File: src/rtl/length_prefixed_packet_deframer_defines.svh
// Assertion macros shared by the deframer RTL.
// No dependencies; included by the modules that carry assertions.
`ifndef LENGTH_PREFIXED_PACKET_DEFRAMER_DEFINES_SVH
`define LENGTH_PREFIXED_PACKET_DEFRAMER_DEFINES_SVH
`ifndef SYNTHESIS
// Property checked only outside reset.
`define LPPD_ASSERT_ON(lbl, clk, rstn, prop) \
    lbl: assert property (@(posedge clk) disable iff (!rstn) prop) \
        else $error("lppd assertion failed")
// Property checked at every edge, reset included.
`define LPPD_ASSERT_ALL(lbl, clk, prop) \
    lbl: assert property (@(posedge clk) prop) \
        else $error("lppd assertion failed")
`else
`define LPPD_ASSERT_ON(lbl, clk, rstn, prop)
`define LPPD_ASSERT_ALL(lbl, clk, prop)
`endif
`endif

File: src/rtl/lppd_pkg.sv
// Shared constants and the result record of the packet deframer.
// No dependencies; imported by every deframer module.
package lppd_pkg;

    localparam int unsigned HEADER_BYTES = 7;
    localparam int unsigned LENGTH_BYTES = 4;
    localparam logic [15:0] LENGTH_LIMIT = 16'hFFFF;
    localparam logic [15:0] MAX_LEN_RESET = 16'hFFFF;

    typedef struct packed {
        logic [7:0]  payload_byte;
        logic        has_byte;
        logic        is_last;
        logic [15:0] seq_number;
        logic [7:0]  packet_type;
        logic [31:0] session_token;
        logic [15:0] body_length;
        logic        bad_length;
    } t_result;

endpackage

File: src/rtl/lppd_parse.sv
// Input word register, framing state machine and header capture.
// Depends on lppd_pkg and the assertion macro header.
`include "length_prefixed_packet_deframer_defines.svh"

module lppd_parse (
    input  logic              i_clk,
    input  logic              i_rst_n,
    input  logic              i_valid,
    input  logic [7:0]        i_byte,
    output logic              o_ready,
    input  logic              i_cfg_wr,
    input  logic [15:0]       i_cfg_data,
    output logic              o_res_valid,
    output lppd_pkg::t_result o_res,
    input  logic              i_res_ready
);
    import lppd_pkg::*;

    typedef enum logic [0:0] {
        PH_LENGTH,
        PH_BODY
    } t_phase;

    localparam logic [15:0] LEN_LAST_POS = 16'(LENGTH_BYTES - 1);
    localparam logic [15:0] SEQ_END_POS  = 16'd2;
    localparam logic [15:0] TYPE_POS     = 16'd2;
    localparam logic [15:0] HDR_END_POS  = 16'(HEADER_BYTES);

    logic        r_in_valid;
    logic [7:0]  r_in_byte;
    logic [15:0] r_max;
    t_phase      r_phase, n_phase;
    logic [15:0] r_cnt, n_cnt;
    logic [31:0] r_len, n_len;
    logic [15:0] r_seq, n_seq;
    logic [7:0]  r_type, n_type;
    logic [31:0] r_token, n_token;

    logic        emit;
    t_result     res;
    logic [31:0] len_shift;
    logic        len_bad;
    logic        body_last;
    logic        go;

    always_comb begin
        n_phase   = r_phase;
        n_cnt     = r_cnt;
        n_len     = r_len;
        n_seq     = r_seq;
        n_type    = r_type;
        n_token   = r_token;
        emit      = 1'b0;
        res       = '0;
        len_shift = {r_len[23:0], r_in_byte};
        len_bad   = (len_shift < 32'(HEADER_BYTES)) || (len_shift > {16'd0, r_max});
        body_last = ({1'b0, r_cnt} + 17'd1) == {1'b0, r_len[15:0]};
        case (r_phase)
            PH_BODY: begin
                res.seq_number    = r_seq;
                res.packet_type   = r_type;
                res.session_token = r_token;
                res.body_length   = r_len[15:0];
                res.is_last       = body_last;
                if (r_cnt < SEQ_END_POS) begin
                    n_seq = {r_seq[7:0], r_in_byte};
                end else if (r_cnt == TYPE_POS) begin
                    n_type = r_in_byte;
                end else if (r_cnt < HDR_END_POS) begin
                    n_token = {r_token[23:0], r_in_byte};
                    // A body that is only a header still reports its fields once.
                    res.session_token = {r_token[23:0], r_in_byte};
                    emit = body_last;
                end else begin
                    res.payload_byte = r_in_byte;
                    res.has_byte     = 1'b1;
                    emit             = 1'b1;
                end
                if (body_last) begin
                    n_phase = PH_LENGTH;
                    n_cnt   = '0;
                    n_len   = '0;
                end else begin
                    n_cnt = r_cnt + 16'd1;
                end
            end
            default: begin
                n_len = len_shift;
                if (r_cnt == LEN_LAST_POS) begin
                    n_cnt = '0;
                    if (len_bad) begin
                        emit            = 1'b1;
                        res.bad_length  = 1'b1;
                        res.body_length = (len_shift[31:16] != 16'd0) ?
                                          LENGTH_LIMIT : len_shift[15:0];
                        n_len           = '0;
                    end else begin
                        n_phase = PH_BODY;
                        n_seq   = '0;
                        n_type  = '0;
                        n_token = '0;
                    end
                end else begin
                    n_cnt = r_cnt + 16'd1;
                end
            end
        endcase
    end

    // A word that makes no result never waits on the output side.
    assign go          = r_in_valid && (!emit || i_res_ready);
    assign o_ready     = !r_in_valid || go;
    assign o_res_valid = go && emit;
    assign o_res       = res;

    always_ff @(posedge i_clk) begin
        if (!i_rst_n) begin
            r_in_valid <= 1'b0;
            r_max      <= MAX_LEN_RESET;
            r_phase    <= PH_LENGTH;
            r_cnt      <= '0;
            r_len      <= '0;
            r_seq      <= '0;
            r_type     <= '0;
            r_token    <= '0;
        end else begin
            if (o_ready) begin
                r_in_valid <= i_valid;
            end
            if (i_cfg_wr) begin
                r_max <= i_cfg_data;
            end
            if (go) begin
                r_phase <= n_phase;
                r_cnt   <= n_cnt;
                r_len   <= n_len;
                r_seq   <= n_seq;
                r_type  <= n_type;
                r_token <= n_token;
            end
        end
    end

    always_ff @(posedge i_clk) begin
        if (o_ready) begin
            r_in_byte <= i_byte;
        end
    end

    `LPPD_ASSERT_ON(a_len_count, i_clk, i_rst_n, (r_phase == PH_LENGTH) |-> (r_cnt < 16'(LENGTH_BYTES)));
    `LPPD_ASSERT_ON(a_body_len_ok, i_clk, i_rst_n, (r_phase == PH_BODY) |-> ((r_len[31:16] == 16'd0) && (r_len[15:0] >= 16'(HEADER_BYTES))));
    `LPPD_ASSERT_ON(a_body_pos, i_clk, i_rst_n, (r_phase == PH_BODY) |-> (r_cnt < r_len[15:0]));
    `LPPD_ASSERT_ON(a_bad_shape, i_clk, i_rst_n, (o_res_valid && o_res.bad_length) |-> (!o_res.has_byte && !o_res.is_last && (r_phase == PH_LENGTH)));

endmodule

File: src/rtl/lppd_outreg.sv
// Result register between the framing logic and the output stream.
// Depends on lppd_pkg and the assertion macro header.
`include "length_prefixed_packet_deframer_defines.svh"

module lppd_outreg (
    input  logic              i_clk,
    input  logic              i_rst_n,
    input  logic              i_valid,
    input  lppd_pkg::t_result i_res,
    output logic              o_ready,
    output logic              o_valid,
    output lppd_pkg::t_result o_res,
    input  logic              i_ready
);
    import lppd_pkg::*;

    logic    r_valid;
    t_result r_res;

    assign o_ready = !r_valid || i_ready;
    assign o_valid = r_valid;
    assign o_res   = r_res;

    always_ff @(posedge i_clk) begin
        if (!i_rst_n) begin
            r_valid <= 1'b0;
        end else if (o_ready) begin
            r_valid <= i_valid;
        end
    end

    always_ff @(posedge i_clk) begin
        if (o_ready && i_valid) begin
            r_res <= i_res;
        end
    end

    `LPPD_ASSERT_ALL(a_rst_empty, i_clk, !i_rst_n |=> !r_valid);
    `LPPD_ASSERT_ON(a_empty_ready, i_clk, i_rst_n, !r_valid |-> o_ready);
    `LPPD_ASSERT_ON(a_full_hold, i_clk, i_rst_n, (r_valid && !i_ready) |-> !o_ready);

endmodule

File: src/rtl/length_prefixed_packet_deframer.sv
// Length-prefixed packet deframer: stream byte input, per-byte result output.
// Depends on lppd_pkg, lppd_parse and lppd_outreg.
//
// Usage: the slave stream carries one received byte per word in s_axis_tdata.
// Each packet is a 32-bit big-endian body length followed by the body; the
// body begins with a 16-bit sequence number, an 8-bit type and a 32-bit token,
// and the rest is payload. Every payload byte leaves as one master-stream word
// with the header fields and body length beside it; m_axis_tlast marks the
// final word of a packet. A body with no payload gives one word without a
// byte. A length below seven or above the configured maximum gives one word
// with the bad-length flag set, and framing restarts at the next byte.
// The configuration channel writes the maximum body length; it is always
// ready and should only be written while the stream is idle.
// An accepted byte is held in the input word register and framed from there
// by the combinational state machine; its word is then loaded into the
// result register, whose valid flag drives m_axis_tvalid.
// One byte is taken every cycle, set by the single pass through the framing
// state machine between the input word register and the result register.
// When the receiver stalls, the result register holds its word; bytes that
// make no word still pass, but the first byte that makes a word waits in the
// input register and s_axis_tready drops until the result register drains.
// Reset (synchronous, active low) empties both registers, returns framing to
// the length field and sets the maximum body length to 65535.

module length_prefixed_packet_deframer (
    input  logic        i_clk,
    input  logic        i_rst_n,
    input  logic        s_axis_tvalid,
    output logic        s_axis_tready,
    input  logic [7:0]  s_axis_tdata,   // [7:0] in_byte
    input  logic        i_cfg_valid,
    output logic        o_cfg_ready,
    input  logic [15:0] i_cfg_data,     // max_body_length
    output logic        m_axis_tvalid,
    input  logic        m_axis_tready,
    output logic [79:0] m_axis_tdata,   // [7:0] payload_byte, [23:8] seq_number,
                                        // [31:24] packet_type, [63:32] session_token,
                                        // [79:64] body_length
    output logic [1:0]  m_axis_tuser,   // [0] has_byte, [1] bad_length
    output logic        m_axis_tlast    // is_last
);
    import lppd_pkg::*;

    logic    res_valid;
    logic    res_ready;
    t_result res;
    t_result out_res;

    // The maximum is a plain register, so a write always lands at once.
    assign o_cfg_ready = 1'b1;

    lppd_parse u_parse (
        .i_clk       (i_clk),
        .i_rst_n     (i_rst_n),
        .i_valid     (s_axis_tvalid),
        .i_byte      (s_axis_tdata),
        .o_ready     (s_axis_tready),
        .i_cfg_wr    (i_cfg_valid),
        .i_cfg_data  (i_cfg_data),
        .o_res_valid (res_valid),
        .o_res       (res),
        .i_res_ready (res_ready)
    );

    lppd_outreg u_outreg (
        .i_clk   (i_clk),
        .i_rst_n (i_rst_n),
        .i_valid (res_valid),
        .i_res   (res),
        .o_ready (res_ready),
        .o_valid (m_axis_tvalid),
        .o_res   (out_res),
        .i_ready (m_axis_tready)
    );

    // Pack the result word, first field in the lowest bits.
    assign m_axis_tdata = {out_res.body_length, out_res.session_token,
                           out_res.packet_type, out_res.seq_number,
                           out_res.payload_byte};
    assign m_axis_tuser = {out_res.bad_length, out_res.has_byte};
    assign m_axis_tlast = out_res.is_last;

endmodule

File: config.mk
export PLATFORM = sky130hd
export DESIGN_NAME = length_prefixed_packet_deframer
export DESIGN_NICKNAME = d
export VERILOG_FILES = /design/src/rtl/lppd_pkg.sv /design/src/rtl/lppd_parse.sv /design/src/rtl/lppd_outreg.sv /design/src/rtl/length_prefixed_packet_deframer.sv
export VERILOG_INCLUDE_DIRS = /design/src /design/src/rtl
export SDC_FILE = /design/constraint.sdc
export NUM_CORES = 1
export LEC_CHECK = 0
export ABC_CLOCK_PERIOD_IN_PS = 13100
export BUFFER_PORTS_ARGS = -buffer_cell sky130_fd_sc_hd__buf_2
export CAP_MARGIN = 20
export CORE_MARGIN = 1
export CORE_UTILIZATION = 60
export DETAILED_ROUTE_END_ITERATION = 10
export GPL_TIMING_DRIVEN = 0
export PLACE_DENSITY = 0.81
export SETUP_SLACK_MARGIN = 0.3
export SYNTH_ARGS = -nofsm -noshare
export SYNTH_HDL_FRONTEND = slang
export SYNTH_SLANG_ARGS = --single-unit
File: constraint.sdc
create_clock -name i_clk -period 13.1 [get_ports i_clk]
set_clock_uncertainty 0.05 [all_clocks]
set_input_delay 1.31 -clock i_clk [delete_from_list [all_inputs] [get_ports i_clk]]
set_output_delay 1.31 -clock i_clk [all_outputs]
set_load 0.1 [all_outputs]
# Yosys cells after proc, flatten, opt, wreduce, memory -nomap -nowiden
# Index checks and enable logic that the tools add are counted.
totals:
  reg_bits: 206
  input_bits: 29
  word_cells: 90
op_classes:
  addsub: 2
  magnitude_cmp: 4
  eq_ne: 8
  muxes: 37
  n_bitwise: 2
  n_reduce_logical: 19
ops:
  columns: ["op", "count"]
  rows:
  - ["32-bit 2-to-1 mux", 6]
  - ["16-bit 2-to-1 mux", 9]
  - ["24-bit 2-to-1 mux", 4]
  - ["8-bit 2-to-1 mux", 5]
  - ["17-bit 2-to-1 mux", 2]
  - ["16-bit by 2-bit == test with 1-bit output, second input constant", 2]
  - ["32-bit by 16-bit > comparator with 1-bit output", 1]
  - ["32-bit by 3-bit < comparator with 1-bit output, second input constant", 1]
  - ["16-bit by 1-bit adder with 17-bit output, second input constant", 1]
  - ["17-bit by 16-bit == test with 1-bit output", 1]
  - ["16-bit by 1-bit adder with 16-bit output, second input constant", 1]
  - ["16-bit by 2-bit < comparator with 1-bit output, second input constant", 1]
  - ["16-bit by 3-bit < comparator with 1-bit output, second input constant", 1]
  - ["16-bit nonzero test", 1]
  - ["1-bit 2-to-1 mux", 11]
  - ["2-bit inequality test, second input constant", 4]
  - ["5-bit AND reduction", 1]
  - ["1-bit logical OR", 4]
  - ["4-bit AND reduction", 1]
  - ["4-bit OR reduction", 1]
  - ["1-bit logical AND", 3]
  - ["1-bit logical NOT", 3]
  - ["3-bit AND reduction", 1]
  - ["3-bit OR reduction", 1]
  - ["other kinds (5)", 6]

# Longest topological paths before layout
depth:
  word_depth: 11
  mapped_depth: 13
  depth_no_buf: 11

# Cells and area by module
# From an unflattened synthesis, not the netlist that was laid out.
unflattened:
  hier_cells: 989
  hier_area_um2: 9854.5
modules_own_cells:
  columns: ["mod", "n_inst", "cells_each", "area_each_um2", "seq_area_each_um2"]
  rows:
  - ["lppd_parse", 1, 899, 7293.2, 2522.4]
  - ["lppd_outreg", 1, 88, 2549.9, 2512.4]
  - ["length_prefixed_packet_deframer", 1, 2, 11.3, 0.0]

# Worst setup path after synthesis
# No wires, ideal clock.
synth_path:
  kind: "register -> register"
  from: "reg u_parse.r_in_byte[5]"
  to: "reg u_outreg.r_res (netlist bit u_outreg.o_res[0]) (enable)"
  setup_time_ns: 0.535
  t_arrival_ns: 5.864
  required_ns: 12.515
  path_slack_ns: 6.651
  path_stages_with_launch: 12
  synth_period_minus_slack_ns: 6.449
  cell_sequence: "edfxtp_1 -> ha_1 -> a21oi_1 -> o21ai_0 -> a221oi_1 -> nor2_1 -> o221ai_4 -> o311a_4 -> nor2_4 -> buf_6 -> buf_6 -> nor2b_1"
synth_between:
  elab_chain_cells: 10
  elab_cells_between_ends: 11
  classes_between: "order compare: 2; mux: 3; reduce/logical: 6"
synth_lines:
  columns: ["element", "line_no", "rtl"]
  rows:
  - ["start: declaration", "lppd_parse.sv:30", "logic [7:0] r_in_byte;"]
  - ["start signal: assignment", "lppd_parse.sv:146", "r_in_byte <= i_byte;"]
  - ["32-bit by 3-bit < comparator with 1-bit output / 32-bit by 16-bit > comparator with 1-bit output (equally long branches)", "lppd_parse.sv:56", "len_bad = (len_shift < 32'(HEADER_BYTES)) || (len_shift > {16'd0, r_max});"]
  - ["1-bit logical OR *", "lppd_parse.sv:56", null]
  - ["1-bit 2-to-1 mux *", "lppd_parse.sv:91", "if (len_bad) begin"]
  - ["1-bit 2-to-1 mux *", "lppd_parse.sv:89", "if (r_cnt == LEN_LAST_POS) begin"]
  - ["1-bit 2-to-1 mux *", "lppd_parse.sv:58", "case (r_phase)"]
  - ["1-bit logical NOT", "lppd_parse.sv:111", "assign go = r_in_valid && (!emit || i_res_ready);"]
  - ["1-bit logical OR", "lppd_parse.sv:111", null]
  - ["1-bit logical AND", "lppd_parse.sv:111", null]
  - ["1-bit logical AND *", "lppd_parse.sv:113", "assign o_res_valid = go && emit;"]
  - ["1-bit logical AND *", "lppd_outreg.sv:33", "if (o_ready && i_valid) begin"]
  - ["end signal: assignment", "lppd_outreg.sv:34", "r_res <= i_res;"]
  - ["end: declaration", "lppd_outreg.sv:18", "t_result r_res;"]
# Mark *: on every way between the ends. The rest lies on a longest branch, timed or not.
# A chain may end at the register's enable or synchronous reset.

# Worst setup path after layout
layout_path:
  from: "reg u_parse.r_cnt[0]"
  to: "out s_axis_tready"
layout_between:
  elab_chain_cells: 10
  elab_cells_between_ends: 15
  classes_between: "add/sub: 1; order compare: 2; eq/ne: 3; mux: 5; reduce/logical: 4"
layout_lines:
  columns: ["element", "line_no", "rtl"]
  rows:
  - ["start: declaration", "lppd_parse.sv:33", "logic [15:0] r_cnt, n_cnt;"]
  - ["start signal: assignment", "lppd_parse.sv:135", "r_cnt <= n_cnt;"]
  - ["16-bit by 1-bit adder with 17-bit output", "lppd_parse.sv:57", "body_last = ({1'b0, r_cnt} + 17'd1) == {1'b0, r_len[15:0]};"]
  - ["17-bit by 16-bit == test with 1-bit output", "lppd_parse.sv:57", null]
  - ["1-bit 2-to-1 mux", "lppd_parse.sv:69", "end else if (r_cnt < HDR_END_POS) begin"]
  - ["1-bit 2-to-1 mux", "lppd_parse.sv:67", "end else if (r_cnt == TYPE_POS) begin"]
  - ["1-bit 2-to-1 mux", "lppd_parse.sv:65", "if (r_cnt < SEQ_END_POS) begin"]
  - ["1-bit 2-to-1 mux *", "lppd_parse.sv:58", null]
  - ["1-bit logical NOT *", "lppd_parse.sv:111", null]
  - ["1-bit logical OR *", "lppd_parse.sv:111", null]
  - ["1-bit logical AND *", "lppd_parse.sv:111", null]
  - ["1-bit logical OR *", "lppd_parse.sv:112", "assign o_ready = !r_in_valid || go;"]
  - ["end: declaration", "length_prefixed_packet_deframer.sv:29", "output logic s_axis_tready,"]
# Marked as above.

==> impl_metrics.json <==
{
  "run_status": "finished clean",
  "ys.warnings.count": 0,
  "timing.final.crit_share_pct": 41.30,
  "pre_antenna_drt_iters": 5,
  "place_ws_ns": 8.257,
  "buffer_ports.inserted": 113,
  "setup_viol_count_final": 0,
  "finalWeightedCongestion": 0.9414,
  "post_syn_nets": 956,
  "layout.filler_cells": 1113,
  "tightest_pin_transition_ns": 0.7810,
  "postSynthCellCount": 909,
  "synth_top_flop_cell": "sky130_fd_sc_hd__dfxtp_1",
  "totalWireLength_mm": 23.27,
  "antenna_violations_before_repair": 1,
  "async_reset_ff_share_pct": 0,
  "maxCapViolCount": 0,
  "avgViaCountPerCell": 5.826,
  "htreeDepth": 1,
  "post_synth.cell_area_avg_sq_um": 10.44,
  "synth.cell_area_sq_um": 9489,
  "grt_first_pass_wirelength_mm": 36.03,
  "postPlaceCellArea_sq_um": 10370,
  "drcViolationCount": 0,
  "hold_class": "reg2reg",
  "synth.distinct_cells": 65,
  "antenna_violating_nets_left": 0,
  "final_max_slew_viol_count": 0,
  "cts.clk_slew.worst_paths_ns": 0.07,
  "clockBufferDepth": 3,
  "power-per-cell-area_nw_per_um2": 131.6,
  "globalRouteTotalUtil_pct": 28.31,
  "vdd.ir_drop.worst_mv": 0.09623,
  "path_class": "reg2out",
  "final-instance-count-excl-fill": 1275,
  "synth-seq-area-share_pct": 53.06,
  "fp.dieArea_sq_um": 16320,
  "hold_viol": 0,
  "ctsRootBufferMaster": "sky130_fd_sc_hd__clkbuf_16",
  "synth-seq-cells": 206,
  "setup-tns-final_ns": 0,
  "first_global_vias": 6950,
  "post-route-cell-area_sq_um": 11170,
  "grt_overflow": 0,
  "achievable-frequency_mhz": 184.8,
  "postCtsSetupBuffers": 0,
  "area_of_combinational_cells_with_multiple_inputs_sq_um": 4041,
  "synth-edff-count": 91,
  "holdBufCountCts": 0,
  "flow.area_growth_from_synthesis_pct": 17.75,
  "critPathCaptureType": "output pin",
  "rsz_0062_raised_after_global_routing": "no",
  "chipHeight_um": 127.8,
  "worst_setup_path_start_kind": "register",
  "pleak_uw": 0.004666,
  "grt_start_max_net_pins": 35,
  "numClockSinks": 206,
  "starting_utilization_of_the_core_area_pct": 61.96,
  "antenna_cells_inserted": 0,
  "crit_path_max_fanout": 10,
  "worst_skew_pair.late_latency_ns": 0.50,
  "drtIter0Drc": 547,
  "place_hpwl_mm": 15.88,
  "cts_buffers": 22,
  "timing.critical_path.arrival_ns": 4.05,
  "final_worst_path_setup_slack_ns": 7.689,
  "drive_gt1_share_pct": 19.83,
  "post_cts_resize_count": 0,
  "io_pins": 115,
  "tritoncts": "built",
  "die_width_um": 127.8,
  "core_area_sq_um": 15310,
  "max_slew_margin_pct": 47.74,
  "seqCellArea_sq_um": 5035,
  "critical_path_required_ns": 11.74,
  "avgRoutedWirePerCell_um": 18.25,
  "route.vias.total": 7428,
  "fp_rows": 45,
  "place.detailed.instances": 1235,
  "fin_nets": 1095,
  "final_period_minus_worst_setup_slack_ns": 5.411
}
## flip-flops by register name, summed over array words and instances, names as in the netlist
name,flops
u_parse.r_max,16
u_parse.r_in_byte,8
u_outreg.o_valid,1
u_parse.r_len,24
u_parse.r_cnt,16
u_parse.r_phase,1
u_parse.r_seq,16
u_outreg.o_res,83
u_parse.r_type,8
u_parse.r_in_valid,1
u_parse.r_token,32
## cells by family after synthesis
| logic type | Yosys count | synth area share, % |
|---|---|---|
| AOI/OAI and AO/OA | 169 | 12.26 |
| xor gates and xnor gates | 24 | 2.215 |
| adders and majority gates | 18 | 2.373 |
| buffers and inverters | 88 | 4.430 |
| DFF | 206 | 53.06 |
| muxes | 50 | 5.274 |
| other | 1 | 0.03952 |
| and+or+nand+nor | 353 | 20.35 |
## synth_stat cells (6+ instances only)
cell type,instances,area share (%)
sky130_fd_sc_hd__inv_1,24,0.95
sky130_fd_sc_hd__ha_1,18,2.4
sky130_fd_sc_hd__nand4_1,7,0.46
sky130_fd_sc_hd__o22ai_1,12,0.79
sky130_fd_sc_hd__mux2i_1,50,5.3
sky130_fd_sc_hd__o211ai_1,22,1.7
sky130_fd_sc_hd__clkbuf_1,30,1.2
sky130_fd_sc_hd__xnor2_1,19,1.8
sky130_fd_sc_hd__edfxtp_1,91,29
sky130_fd_sc_hd__a21boi_0,9,0.71
sky130_fd_sc_hd__nor4_1,7,0.46
sky130_fd_sc_hd__nor2b_1,56,3.7
sky130_fd_sc_hd__o21ai_1,12,0.63
sky130_fd_sc_hd__a21oi_1,18,0.95
sky130_fd_sc_hd__dfxtp_1,115,24
sky130_fd_sc_hd__nand2_1,111,4.4
sky130_fd_sc_hd__buf_4,9,0.71
sky130_fd_sc_hd__o21ai_0,49,2.6
sky130_fd_sc_hd__buf_2,16,0.84
sky130_fd_sc_hd__and2_1,41,2.7
sky130_fd_sc_hd__or3b_2,6,0.55
sky130_fd_sc_hd__a22o_1,24,2.2
sky130_fd_sc_hd__nor2_1,30,1.2
sky130_fd_sc_hd__nand3_1,51,2.7
## layer usage
metal	vias up	routed length (um)	share of wire, %	GRT usage (%)
li1	3517	-	-	-
met1	3550	10400	45	39.14
met5	-	0	0	0
met2	315	10710	46	45.01
met4	0	546	2.3	9.550
met3	46	1611	6.9	5.175
## worst max-delay path: stages, from the launching register on
cell,delay (ns)
sky130_fd_sc_hd__dfxtp_1,0.50
sky130_fd_sc_hd__ha_1,0.26
sky130_fd_sc_hd__and3_1,0.35
sky130_fd_sc_hd__nand3_1,0.18
sky130_fd_sc_hd__xnor2_1,0.24
sky130_fd_sc_hd__and4_1,0.23
sky130_fd_sc_hd__nand4_1,0.15
sky130_fd_sc_hd__nor4_2,0.54
sky130_fd_sc_hd__a211o_1,0.29
sky130_fd_sc_hd__nand3_1,0.36
sky130_fd_sc_hd__buf_2,0.44
## worst paths after layout
path | slack [ns] | end | from | depth (start not counted)
max reg2reg | 9.02 | u_outreg.o_res[18] | u_parse.r_cnt[0] | 12
max | 7.69 | s_axis_tready | u_parse.r_cnt[0] | 10
min | 0.42 | u_parse.r_len[17] | u_parse.r_len[17] | 1
min reg2reg | 0.42 | u_parse.r_len[17] | u_parse.r_len[17] | 1
## where the power goes
part	internal [uW]	leakage, uW	switching, uW	total, uW
sequential	675	0.00190	13.5	689
combinational	40.3	0.00238	64.1	104
clock	431	0.000390	247	677
## stage by stage
step	utilization (%)	power [uW]	hold WS (ns)
after CTS	72.96	1475	0.4171
after global routing	72.96	1513	0.4432
final	72.96	1470	0.4228
after detailed placement	67.69	803.2	0.4049
after floorplan	-	772.9	0.3863
after global placement	67.38	801.0	0.3981
## cell type report
type | count | share of cell area, %
sequential | 206 | 45.06
clock buffer | 28 | 5.498
inverter | 24 | 0.8063
clock inverter | 12 | 1.725
multi-input combinational | 615 | 36.17
tap | 211 | 2.363
timing repair buffer | 115 | 5.420
buffer | 64 | 2.956
## cell usage in the layout, fill, tap and decap left out, types with 9 or more instances in the layout
cell type,count
sky130_fd_sc_hd__nor2b_1,55
sky130_fd_sc_hd__and2_1,41
sky130_fd_sc_hd__nor2_1,30
sky130_fd_sc_hd__clkbuf_16,23
sky130_fd_sc_hd__inv_1,24
sky130_fd_sc_hd__nand2_1,111
sky130_fd_sc_hd__buf_4,9
sky130_fd_sc_hd__o21ai_1,12
sky130_fd_sc_hd__nand3_1,51
sky130_fd_sc_hd__o211ai_1,22
sky130_fd_sc_hd__a22o_1,24
sky130_fd_sc_hd__a21boi_0,9
sky130_fd_sc_hd__o22ai_1,12
sky130_fd_sc_hd__a21oi_1,18
sky130_fd_sc_hd__o21ai_0,49
sky130_fd_sc_hd__clkbuf_1,33
sky130_fd_sc_hd__buf_2,129
sky130_fd_sc_hd__ha_1,18
sky130_fd_sc_hd__dfxtp_1,115
sky130_fd_sc_hd__edfxtp_1,91
sky130_fd_sc_hd__xnor2_1,19
sky130_fd_sc_hd__mux2i_1,50
Note: power is estimated with default switching activity, not from simulation.
